[config.mk]
export PLATFORM = sky130hd
export DESIGN_NAME = gmbd_back
export DESIGN_NICKNAME = d
export VERILOG_FILES = /design/src/rtl/gmbd_pkg.sv /design/src/rtl/gmbd_mulq16.sv /design/src/rtl/gmbd_back.sv
export SDC_FILE = /design/constraint.sdc
export NUM_CORES = 2
export LEC_CHECK = 0
export ABC_AREA = 0
export BUFFER_PORTS_ARGS = -buffer_cell sky130_fd_sc_hd__clkbuf_2
export CAP_MARGIN = 15
export CORE_ASPECT_RATIO = 1.5
export CORE_MARGIN = 2
export CORE_UTILIZATION = 45
export CTS_BUF_LIST = sky130_fd_sc_hd__clkbuf_4 sky130_fd_sc_hd__clkbuf_8 sky130_fd_sc_hd__clkbuf_16
export DETAILED_ROUTE_END_ITERATION = 10
export GPL_ROUTABILITY_DRIVEN = 0
export PLACE_DENSITY = 0.66
export SLEW_MARGIN = 20
export SYNTH_ARGS = -nofsm -noshare
export SYNTH_HDL_FRONTEND = slang
export SYNTH_SLANG_ARGS = --single-unit
[constraint.sdc]
create_clock -name clk -period 6.8 [get_ports clk]
set_input_delay 0.34 -clock clk [delete_from_list [all_inputs] [get_ports clk]]
set_output_delay 0.34 -clock clk [all_outputs]
set_load 0.05 [all_outputs]
[src/rtl/gmbd_pkg.sv]
`timescale 1ns / 1ps
`default_nettype none
// ----------------------------------------------------------------------------
// gmbd_pkg
// Shared types, constants and tables of the multi-bin Goertzel detector.
// ----------------------------------------------------------------------------
package gmbd_pkg;

    localparam int MAX_TARGETS  = 4;
    localparam int MAX_BLOCK    = 1024;
    localparam int SAMPLE_WIDTH = 16;
    localparam int ST_W         = 48;
    localparam int COEF_W       = 18;
    localparam int MUL_AW       = 53;
    localparam int MUL_BW       = 19;
    localparam int MUL_PW       = 56;
    localparam int MUL_LO_W     = 26;
    localparam int Z_W          = 21;
    localparam int CORDIC_STEPS = 16;
    localparam int FIFO_DEPTH   = 4;
    localparam int PI_Q16       = 205887;
    localparam int PHASE_MAX    = 25736;
    localparam int MAG_MAX      = 33554432;
    localparam int INV_GAIN_Q16 = 39797;

    localparam logic [2:0] CFG_BLOCK_LENGTH = 3'd0;
    localparam logic [2:0] CFG_TARGET_COUNT = 3'd1;
    localparam logic [2:0] CFG_COEFF_0      = 3'd2;
    localparam logic [2:0] CFG_COEFF_1      = 3'd3;
    localparam logic [2:0] CFG_COEFF_2      = 3'd4;
    localparam logic [2:0] CFG_COEFF_3      = 3'd5;

    typedef logic [1:0] tidx_t;

    typedef struct packed {
        logic [10:0]                      block_length;
        logic [2:0]                       target_count;
        logic [MAX_TARGETS-1:0][35:0]     coeff;
    } cfg_t;

    typedef struct packed {
        tidx_t                  idx;
        logic signed [ST_W-1:0] s1;
        logic signed [ST_W-1:0] s2;
        logic                   last;
    } entry_t;

    typedef enum logic [1:0] {
        M_IDLE,
        M_LO,
        M_HI,
        M_SUM
    } mul_state_t;

    typedef enum logic [2:0] {
        F_IDLE,
        F_MUL,
        F_WAIT,
        F_END,
        F_PUSH
    } front_state_t;

    typedef enum logic [3:0] {
        B_IDLE,
        B_RE,
        B_RE_W,
        B_IM,
        B_IM_W,
        B_PRE,
        B_ROT,
        B_MAG,
        B_MAG_W,
        B_FIN
    } back_state_t;

    function automatic logic [16:0] atan_q16(input logic [3:0] i);
        logic [16:0] r;
        begin
            case (i)
                4'd0:    r = 17'd51472;
                4'd1:    r = 17'd30386;
                4'd2:    r = 17'd16055;
                4'd3:    r = 17'd8150;
                4'd4:    r = 17'd4091;
                4'd5:    r = 17'd2047;
                4'd6:    r = 17'd1024;
                4'd7:    r = 17'd512;
                4'd8:    r = 17'd256;
                4'd9:    r = 17'd128;
                4'd10:   r = 17'd64;
                4'd11:   r = 17'd32;
                4'd12:   r = 17'd16;
                4'd13:   r = 17'd8;
                4'd14:   r = 17'd4;
                4'd15:   r = 17'd2;
                default: r = 17'd0;
            endcase
            return r;
        end
    endfunction

endpackage
`default_nettype wire

[src/rtl/gmbd_mulq16.sv]
`timescale 1ns / 1ps
`default_nettype none
// ----------------------------------------------------------------------------
// gmbd_mulq16
// Multi-cycle signed multiply with Q16 round-half-up: floor((a*b + 2^15)/2^16).
// ----------------------------------------------------------------------------
module gmbd_mulq16 (
    input  wire logic                                 clk,
    input  wire logic                                 rst_n,
    input  wire logic                                 start,
    input  wire logic signed [gmbd_pkg::MUL_AW-1:0]   a,
    input  wire logic signed [gmbd_pkg::MUL_BW-1:0]   b,
    output logic                                      done,
    output logic signed [gmbd_pkg::MUL_PW-1:0]        p
);
    localparam int LW = gmbd_pkg::MUL_LO_W;
    localparam int PPW = LW + 1 + gmbd_pkg::MUL_BW;
    localparam int FW = gmbd_pkg::MUL_AW + gmbd_pkg::MUL_BW;

    gmbd_pkg::mul_state_t state_reg, state_next;
    logic signed [gmbd_pkg::MUL_AW-1:0] a_reg;
    logic signed [gmbd_pkg::MUL_BW-1:0] b_reg;
    logic signed [PPW-1:0]              plo_reg;
    logic signed [PPW-1:0]              phi_reg;
    logic signed [gmbd_pkg::MUL_PW-1:0] p_reg;
    logic                               done_reg;
    logic signed [FW-1:0]               full_w;

    always_comb
    begin
        state_next = state_reg;
        case (state_reg)
            gmbd_pkg::M_IDLE: if (start) state_next = gmbd_pkg::M_LO;
            gmbd_pkg::M_LO:   state_next = gmbd_pkg::M_HI;
            gmbd_pkg::M_HI:   state_next = gmbd_pkg::M_SUM;
            gmbd_pkg::M_SUM:  state_next = gmbd_pkg::M_IDLE;
            default:          state_next = gmbd_pkg::M_IDLE;
        endcase
    end

    assign full_w = ($signed({{(FW-PPW){phi_reg[PPW-1]}}, phi_reg}) <<< LW)
                  + $signed({{(FW-PPW){plo_reg[PPW-1]}}, plo_reg})
                  + $signed(FW'(32768));

    always_ff @(posedge clk or negedge rst_n)
    begin
        if (!rst_n)
        begin
            state_reg <= gmbd_pkg::M_IDLE;
            done_reg  <= 1'b0;
        end
        else
        begin
            state_reg <= state_next;
            done_reg  <= (state_reg == gmbd_pkg::M_SUM);
        end
    end

    always_ff @(posedge clk)
    begin
        if (state_reg == gmbd_pkg::M_IDLE && start)
        begin
            a_reg <= a;
            b_reg <= b;
        end
        if (state_reg == gmbd_pkg::M_LO)
            plo_reg <= $signed({1'b0, a_reg[LW-1:0]}) * b_reg;
        if (state_reg == gmbd_pkg::M_HI)
            phi_reg <= PPW'($signed(a_reg[gmbd_pkg::MUL_AW-1:LW]) * b_reg);
        if (state_reg == gmbd_pkg::M_SUM)
            p_reg <= full_w[FW-1:16];
    end

    assign done = done_reg;
    assign p    = p_reg;
endmodule
`default_nettype wire

[src/rtl/gmbd_back.sv]
`timescale 1ns / 1ps
`default_nettype none
// ----------------------------------------------------------------------------
// gmbd_back
// Per-bin DFT value, CORDIC vectoring and the registered result word.
// ----------------------------------------------------------------------------
module gmbd_back (
    input  wire logic             clk,
    input  wire logic             rst_n,
    input  wire gmbd_pkg::cfg_t   cfg,
    input  wire logic             fifo_empty,
    input  wire gmbd_pkg::entry_t fifo_data,
    output logic                  pop,
    output logic                  result_valid,
    input  wire logic             result_stall,
    output logic [1:0]            target_index,
    output logic [25:0]           magnitude,
    output logic signed [15:0]    phase,
    output logic                  last_of_block
);
    localparam int AW = gmbd_pkg::MUL_AW;
    localparam int PW = gmbd_pkg::MUL_PW;
    localparam int SW = gmbd_pkg::ST_W;
    localparam int ZW = gmbd_pkg::Z_W;
    localparam logic signed [ZW-1:0] PI_Z = ZW'(gmbd_pkg::PI_Q16);
    localparam logic signed [ZW+1:0] PH_MAX = (ZW+2)'(gmbd_pkg::PHASE_MAX);
    localparam logic signed [PW-1:0] M_MAX  = PW'(gmbd_pkg::MAG_MAX);

    gmbd_pkg::back_state_t state_reg, state_next;
    gmbd_pkg::entry_t ent_reg;
    logic signed [AW-1:0] x_reg;
    logic signed [AW-1:0] y_reg;
    logic signed [ZW-1:0] z_reg;
    logic [3:0]           i_reg;
    logic                 zero_reg;
    logic signed [PW-1:0] m_reg;
    logic                 rv_reg;
    logic [1:0]           idx_reg;
    logic [25:0]          mag_reg;
    logic signed [15:0]   ph_reg;
    logic                 last_reg;

    logic                 mul_start;
    logic                 mul_done;
    logic signed [AW-1:0] mul_a;
    logic signed [gmbd_pkg::MUL_BW-1:0] mul_b;
    logic signed [PW-1:0] mul_p;
    logic signed [PW:0]   re_w;
    logic signed [AW-1:0] dx;
    logic signed [AW-1:0] dy;
    logic signed [ZW-1:0] at_w;
    logic signed [ZW+1:0] zr_w;
    logic signed [ZW+1:0] ph_w;
    logic signed [15:0]   ph_clamp;
    logic [25:0]          mag_clamp;
    logic                 out_free;

    assign out_free = !rv_reg || !result_stall;
    assign re_w = $signed({{(PW+1-SW){ent_reg.s1[SW-1]}}, ent_reg.s1})
                - $signed({mul_p[PW-1], mul_p});
    assign dx   = y_reg >>> i_reg;
    assign dy   = x_reg >>> i_reg;
    assign at_w = $signed({{(ZW-17){1'b0}}, gmbd_pkg::atan_q16(i_reg)});
    assign zr_w = $signed({{2{z_reg[ZW-1]}}, z_reg}) + (ZW+2)'(4);
    assign ph_w = zr_w >>> 3;

    always_comb
    begin
        if (ph_w > PH_MAX)
            ph_clamp = PH_MAX[15:0];
        else if (ph_w < -PH_MAX)
            ph_clamp = 16'(-PH_MAX);
        else
            ph_clamp = ph_w[15:0];
        if (m_reg[PW-1])
            mag_clamp = 26'd0;
        else if (m_reg > M_MAX)
            mag_clamp = M_MAX[25:0];
        else
            mag_clamp = m_reg[25:0];
    end

    gmbd_mulq16 u_mul (
        .clk   (clk),
        .rst_n (rst_n),
        .start (mul_start),
        .a     (mul_a),
        .b     (mul_b),
        .done  (mul_done),
        .p     (mul_p)
    );

    always_comb
    begin
        state_next = state_reg;
        case (state_reg)
            gmbd_pkg::B_IDLE:  if (!fifo_empty) state_next = gmbd_pkg::B_RE;
            gmbd_pkg::B_RE:    state_next = gmbd_pkg::B_RE_W;
            gmbd_pkg::B_RE_W:  if (mul_done) state_next = gmbd_pkg::B_IM;
            gmbd_pkg::B_IM:    state_next = gmbd_pkg::B_IM_W;
            gmbd_pkg::B_IM_W:  if (mul_done) state_next = gmbd_pkg::B_PRE;
            gmbd_pkg::B_PRE:   state_next = gmbd_pkg::B_ROT;
            gmbd_pkg::B_ROT:
                if (i_reg == 4'(gmbd_pkg::CORDIC_STEPS - 1)) state_next = gmbd_pkg::B_MAG;
            gmbd_pkg::B_MAG:   state_next = gmbd_pkg::B_MAG_W;
            gmbd_pkg::B_MAG_W: if (mul_done) state_next = gmbd_pkg::B_FIN;
            gmbd_pkg::B_FIN:   if (out_free) state_next = gmbd_pkg::B_IDLE;
            default:           state_next = gmbd_pkg::B_IDLE;
        endcase
    end

    always_comb
    begin
        pop       = 1'b0;
        mul_start = 1'b0;
        mul_a     = {{(AW-SW){ent_reg.s2[SW-1]}}, ent_reg.s2};
        mul_b     = $signed({cfg.coeff[ent_reg.idx][35], cfg.coeff[ent_reg.idx][35:18]});
        case (state_reg)
            gmbd_pkg::B_IDLE: pop = !fifo_empty;
            gmbd_pkg::B_RE:   mul_start = 1'b1;
            gmbd_pkg::B_IM:
            begin
                mul_start = 1'b1;
                mul_b = $signed({cfg.coeff[ent_reg.idx][17], cfg.coeff[ent_reg.idx][17:0]});
            end
            gmbd_pkg::B_IM_W:
                mul_b = $signed({cfg.coeff[ent_reg.idx][17], cfg.coeff[ent_reg.idx][17:0]});
            gmbd_pkg::B_MAG:
            begin
                mul_start = 1'b1;
                mul_a     = x_reg;
                mul_b     = gmbd_pkg::MUL_BW'(gmbd_pkg::INV_GAIN_Q16);
            end
            gmbd_pkg::B_MAG_W:
            begin
                mul_a = x_reg;
                mul_b = gmbd_pkg::MUL_BW'(gmbd_pkg::INV_GAIN_Q16);
            end
            default: pop = 1'b0;
        endcase
    end

    always_ff @(posedge clk or negedge rst_n)
    begin
        if (!rst_n)
        begin
            state_reg <= gmbd_pkg::B_IDLE;
            rv_reg    <= 1'b0;
        end
        else
        begin
            state_reg <= state_next;
            if (state_reg == gmbd_pkg::B_FIN && out_free)
                rv_reg <= 1'b1;
            else if (!result_stall)
                rv_reg <= 1'b0;
        end
    end

    always_ff @(posedge clk)
    begin
        case (state_reg)
            gmbd_pkg::B_IDLE:
                if (!fifo_empty) ent_reg <= fifo_data;
            gmbd_pkg::B_RE_W:
                if (mul_done) x_reg <= re_w[AW-1:0];
            gmbd_pkg::B_IM_W:
                if (mul_done) y_reg <= mul_p[AW-1:0];
            gmbd_pkg::B_PRE:
            begin
                zero_reg <= (x_reg == '0) && (y_reg == '0);
                i_reg    <= 4'd0;
                if (x_reg < 0)
                begin
                    x_reg <= -x_reg;
                    y_reg <= -y_reg;
                    z_reg <= (y_reg >= 0) ? PI_Z : -PI_Z;
                end
                else
                    z_reg <= '0;
            end
            gmbd_pkg::B_ROT:
            begin
                i_reg <= i_reg + 4'd1;
                if (y_reg > 0)
                begin
                    x_reg <= x_reg + dx;
                    y_reg <= y_reg - dy;
                    z_reg <= z_reg + at_w;
                end
                else
                begin
                    x_reg <= x_reg - dx;
                    y_reg <= y_reg + dy;
                    z_reg <= z_reg - at_w;
                end
            end
            gmbd_pkg::B_MAG_W:
                if (mul_done) m_reg <= mul_p;
            gmbd_pkg::B_FIN:
                if (out_free)
                begin
                    idx_reg  <= ent_reg.idx;
                    last_reg <= ent_reg.last;
                    mag_reg  <= zero_reg ? 26'd0 : mag_clamp;
                    ph_reg   <= zero_reg ? 16'sd0 : ph_clamp;
                end
            default:
                i_reg <= i_reg;
        endcase
    end

    assign result_valid  = rv_reg;
    assign target_index  = idx_reg;
    assign magnitude     = mag_reg;
    assign phase         = ph_reg;
    assign last_of_block = last_reg;
endmodule
`default_nettype wire

Yosys cells after proc, flatten, opt, wreduce, memory -nomap -nowiden. Memory sizes are Yosys's and may differ from the RTL's. A register that Yosys moved wholly into a read port is not among the register bits. Index checks and enable logic that the tools add are counted.

Bits in registers: 560. Bits in read-only memories: 256. Output and inout bits: 47. Logic and storage cells: 135. Memories: 1.

Memories: (no name shown) (depth 16, bits a word 16, rd ports 1, clocked after Yosys merged registers in 1, write ports 0, RTL line gmbd_pkg.sv:79) `case (i)`.

Add/sub/neg operators: 13. Multipliers: 2. $lt $le $gt $ge: 7. Equal/unequal tests: 22. Shift-type cells: 2. Muxes and demuxes: 34. Bitwise operators: 1. Reduce and logical (&&, ||, !) cells: 27.

Operator list (count): 2-to-1 mux 53 bit (7); case mux 53 bit (3 select lines) (2); adder 53 bit (2); logical NOT 53 bit (2); negation 53 bit (2); >>> shifter 53 x 4 -> 53 bit (2); subtractor 53 bit (2); multiplier 27 x 19 -> 46 bit (2); adder 72 x 17 -> 72 bit (second input constant) (1); adder 72 x 46 -> 72 bit (1); binary-select mux 36 bit (select 2 bit) (1); 2-to-1 mux 21 bit (3); greater-than comparator 56 x 27 -> 1 bit (second input constant) (1); greater-or-equal comparator 53 x 1 -> 1 bit (second input constant) (1); greater-than comparator 53 x 1 -> 1 bit (second input constant) (1); < comparator 53 x 1 -> 1 bit (second input constant) (1); subtractor 48 x 53 -> 53 bit (1); case mux 21 bit (2 select lines) (1); case mux 4 bit (10 select lines) (1); case mux 19 bit (2 select lines) (1); 2-to-1 mux 36 bit (1); 2-to-1 mux 4 bit (7); 2-to-1 mux 26 bit (1); adder 21 x 4 -> 22 bit (second input constant) (1); 33 further kinds (63).

Longest topological paths before layout.
Word-level depth: 5. Mapped depth: 33.

By module. Synthesis repeated with hierarchy kept, for this count alone.

Cells, all modules: 8374. Area total of the unflattened synthesis: 77780.8 um2.

Modules (own cells, without submodules): gmbd_mulq16 (instances 1, cells each 4342, area each 42907.4 um2, sequential area each 6231.0 um2); gmbd_back (instances 1, cells each 4032, area each 34873.4 um2, sequential area each 10415.0 um2).

Worst setup path before layout. OpenSTA, ideal clock, no wires.

Path kind: register to register. From: reg i_reg[2]. To: reg y_reg[48] (data pin). Library setup time: 0.256 ns. Arrival: 7.307 ns. Required time: 6.544 ns. Slack: -0.763 ns. Cell stages (with the launch flop): 31. Buffers on the path: 9. Cell sequence: edfxtp_1 > buf_2 > buf_1 > clkbuf_1 > buf_1 > clkbuf_1 > clkbuf_1 > buf_1 > clkbuf_1 > clkbuf_1 > nand2_1 > nand2_1 > ha_1 > nand2_1 > a211oi_1 > o2bb2ai_1 > nand4b_1 > or2_2 > o21ai_0 > xor2_1 > ha_1 > nand2_1 > or4_1 > or3_1 > o311a_1 > a211oi_1 > o211ai_1 > a2bb2oi_1 > a21boi_0 > o21ai_0 > a31o_2.

Word-level cells in the longest chain between the ends: 4. Elaborated cells on any way between the ends: 5.

RTL lines: start: declaration (RTL line gmbd_back.sv:34) `logic [3:0] i_reg;`; start signal: assignment (RTL line gmbd_back.sv:184) `i_reg <= i_reg + 4'd1;`; start signal: assignment (RTL line gmbd_back.sv:209) `i_reg <= i_reg;`; >>> shifter 53 x 4 -> 53 bit * (RTL line gmbd_back.sv:62) `assign dy = x_reg >>> i_reg;`; adder 53 bit or subtractor 53 bit (tied branches) (RTL line gmbd_back.sv:194, gmbd_back.sv:188); 2-to-1 mux 53 bit * (RTL line gmbd_back.sv:185) `if (y_reg > 0)`; case mux 53 bit (3 select lines) * (RTL line gmbd_back.sv:162) `case (state_reg)`; end signal: assignment (RTL line gmbd_back.sv:168) `if (mul_done) y_reg <= mul_p[AW-1:0];`; end signal: assignment (RTL line gmbd_back.sv:188) `y_reg <= y_reg - dy;`; end signal: assignment (RTL line gmbd_back.sv:194) `y_reg <= y_reg + dy;`; end: declaration (RTL line gmbd_back.sv:32) `logic signed [AW-1:0] y_reg;`.

Mark *: on every way between the ends. The rest lies on a longest branch, timed or not. A chain may end at the register's enable or synchronous reset.

Final worst setup path.
From: reg u_mul.b_reg[1] (netlist name). To: reg u_mul.phi_reg[43] (data pin).

Word-level cells in the longest chain between the ends: 1.

RTL lines: start: declaration (RTL line gmbd_mulq16.sv:22) `logic signed [gmbd_pkg::MUL_BW-1:0] b_reg;`; start signal: assignment (RTL line gmbd_mulq16.sv:64) `b_reg <= b;`; multiplier 27 x 19 -> 46 bit (RTL line gmbd_mulq16.sv:69) `phi_reg <= PPW'($signed(a_reg[gmbd_pkg::MUL_AW-1:LW]) * b_reg);`; end signal: assignment (RTL line gmbd_mulq16.sv:69); end: declaration (RTL line gmbd_mulq16.sv:24) `logic signed [PPW-1:0] phi_reg;`.

No other way between the ends.

==> flow_metrics.env <==
export IMPL_ios=308
export IMPL_cp_arrival_ns=7.69
export IMPL_place_area_sq_um=85600
export IMPL_num_vias=66240
export IMPL_startpoint_type="register"
export IMPL_layout_min_cycle_time_ns=7.229
export IMPL_min_path_type="input port to async pin"
export IMPL_yosys_warnings=0
export IMPL_synthFlopType="edfxtp_1"
export IMPL_drtIter0Drc=5546
export IMPL_multi_input_area_sq_um=56580
export IMPL_violations="negative setup slack"
export IMPL_cts_tree="done"
export IMPL_dieArea_sq_um=176000
export IMPL_synthTopCellsByArea="fa_1 (24%), edfxtp_1 (21%), ha_1 (8.7%), inv_1 (5.0%), nand2_1 (4.9%)"
export IMPL_die_y_microns=512.9
export IMPL_syn_instance_count=8214
export IMPL_drt_wirelength_per_cell_microns=24.43
export IMPL_n_fill_cell=15390
export IMPL_rsz0062_at_grt="true"
export IMPL_fin_util=0.5298
export IMPL_worstPathRequired_ns=7.26
export IMPL_m1WireLength_mm=92.48
export IMPL_top_layer="met5"
export IMPL_die_x_microns=343.3
export IMPL_routed_wl_met3_mm=21.28
export IMPL_status="finished, violations left"
export IMPL_largest_reg_flops=99
export IMPL_route_detailed_drc=0
export IMPL_hold_viol_final=0
export IMPL_clock_skew_ns=0.04844
export IMPL_netlist_area_sq_um=77690
export IMPL_maxSlewHeadroom=0.1482
export IMPL_finalWorstSetupSlack_ns=-0.4293
export IMPL_ys_ff_latch=560
export IMPL_finalCritPeriodShare=1.063
export IMPL_clockBufferDepth=3
export IMPL_synthToLayoutAreaGrowth_pct=16.82
export IMPL_grt_max_degree=77
export IMPL_yosysTopAreaCell="fa_1"
export IMPL_routed_wl_mm=274.9
export IMPL_fin_nets=10660
export IMPL_clk_latency_ns=0.74
export IMPL_synth_commonest_cells="inv_1 (1,036), nand2_1 (1,021), fa_1 (916), ha_1 (540), edfxtp_1 (536)"
export IMPL_start_util=0.4536
export IMPL_drtAntennaViolNets=0
export IMPL_worst_setup_path_type="register to register"
export IMPL_grt_overflow=0
export IMPL_drive_gt1_frac=0.1717
export IMPL_first_pass_iters=6
export IMPL_avgViaCountPerCell=5.886
export IMPL_grt_first_pass_wirelength_mm=409.5
export IMPL_cap_violations=0
export IMPL_io_buffers=293
export IMPL_final_cell_area_sq_um=90750
export IMPL_fp_coreArea_sq_um=171300
export IMPL_dr_wl_met2_mm=130.2
export IMPL_cts_buffers=67
export IMPL_synth_nets=9931
export IMPL_yosysMostFrequentCell="inv_1"
export IMPL_row_count=186
export IMPL_fmax_mhz=138.3
export IMPL_grt_pass1_vias=68390
export IMPL_end_kind="register"
export IMPL_grt_usage=0.3109
export IMPL_htreeDepth=3
export IMPL_finalNonFillerCells=11250
export IMPL_fin_tns_setup_ns=-6.364
export IMPL_yosysTopAreaCellShare=0.2360
export IMPL_final_seq_area_sq_um=16620
export IMPL_antenna_found_initial=22
export IMPL_setup_viol=31
export IMPL_drv_slew=0
export IMPL_numClockSinks=560
export IMPL_clk_pin_slew_worst_paths_ns=0.06
export IMPL_hpwlAfterDp_mm=216.7
export IMPL_synth_avg_cell_area_sq_um=9.458
export IMPL_synth_edf_count=536
export IMPL_ys_seq_area_frac=0.2139
export IMPL_tightest_slew_ns=1.273
export IMPL_cp_max_fo=16
export IMPL_synthDistinctLibCells=94
export IMPL_synth_async_reset_ratio=0.01429
export IMPL_placedCellCount=10960
export IMPL_cts_root_buf="clkbuf_16"
-- critical path: stages (launching register included) --
cell and delay (ns):
edfxtp_1 0.44, buf_4 0.17, buf_8 0.14, and2_1 0.16, fa_1 0.45, fa_1 0.55
inv_1 0.05, fa_1 0.47, inv_1 0.06, fa_1 0.55, fa_1 0.44, fa_1 0.49
fa_1 0.57, ha_4 0.22, a21oi_2 0.13, o21ai_2 0.09, a221o_1 0.35, a211oi_2 0.26
o21ai_2 0.09, o31a_1 0.32, a41oi_2 0.24, o21ai_4 0.11, a2111oi_4 0.38, nor3_2 0.08
xor2_1 0.14
-- final timing paths --
path | start | end | slack [ns] | cells after the start
setup / recovery | u_mul.b_reg[1] | u_mul.phi_reg[43] | -0.43 | 24
hold / removal | rst_n | u_mul.done | 0.03 | 2
setup reg to reg | u_mul.b_reg[1] | u_mul.phi_reg[43] | -0.43 | 24
hold reg to reg | ent_reg[0] | last_of_block | 0.42 | 0
max in group asynchronous | rst_n | u_mul.state_reg[0] | 6.50 | 2
min in group clk | cfg[72] | u_mul.b_reg[0] | 0.15 | 5
-- cell families (layout without fill, tap and decap cells) --
family / Yosys count / count (layout) / synth area share
adders and majority gates: 1456 / 1456 / 0.3230
buffers and inverters: 1490 / 2267 / 0.07291
DFF: 560 / 560 / 0.2139
AOI/OAI and AO/OA: 1389 / 1389 / 0.1147
other: 0 / 7 / 0
and+or+nand+nor: 2562 / 2562 / 0.1626
muxes: 279 / 279 / 0.05901
xor gates and xnor gates: 478 / 478 / 0.05389
-- per-stage QoR --
step	worst slack (ns)	hold WS (ns)
floorplan	-0.1908	0.04441
global placement	-0.4896	0.2398
detailed placement	-0.5484	0.2405
CTS	-0.3945	0.008705
global route	-0.6584	0.05809
finish	-0.4293	0.03334
-- layer usage --
layer  GRT usage  vias up
met5           0        -
met4      0.2676       24
met3     0.06630     1191
met2      0.5157     3254
met1      0.3361    32630
li1            -    29140
-- cell type report --
cell class                      count  area share
Multi-Input combinational cell   6164      0.6235
Clock buffer                       79     0.01947
Clock inverter                     43    0.005777
Sequential cell                   560      0.1831
Timing Repair Buffer             1103     0.09375
Tap cell                         2256     0.03110
Inverter                         1042     0.04315
Antenna cell                        7   0.0001930
-- cell usage in the layout (no fill, tap or decap), types with 101 or more instances in the layout --
| cell | n |
|---|---|
| a21o_1 | 139 |
| a21oi_1 | 320 |
| and2_1 | 504 |
| buf_4 | 627 |
| clkbuf_2 | 293 |
| dlygate4sd3_1 | 101 |
| edfxtp_1 | 536 |
| fa_1 | 898 |
| ha_1 | 524 |
| inv_1 | 1025 |
| mux4_2 | 139 |
| nand2_1 | 1020 |
| nand3_1 | 105 |
| nor2_1 | 299 |
| nor3_1 | 126 |
| o21ai_0 | 310 |
| xnor2_1 | 262 |
| xor2_1 | 191 |
-- what timing repair did --
item / CTS / global route
buffers inserted: 16 / 38
hold buffers: 101 / 0
setup endpoints to repair: 32 / 49
hold endpoints to repair: 108 / 0
cloned: 0 / 8
resized for setup: 87 / 149
pin swaps: 30 / 127
Power is left out: the tool's default activity adds up to more than one toggle a clock period on the data nets, which glitch-free logic cannot reach.
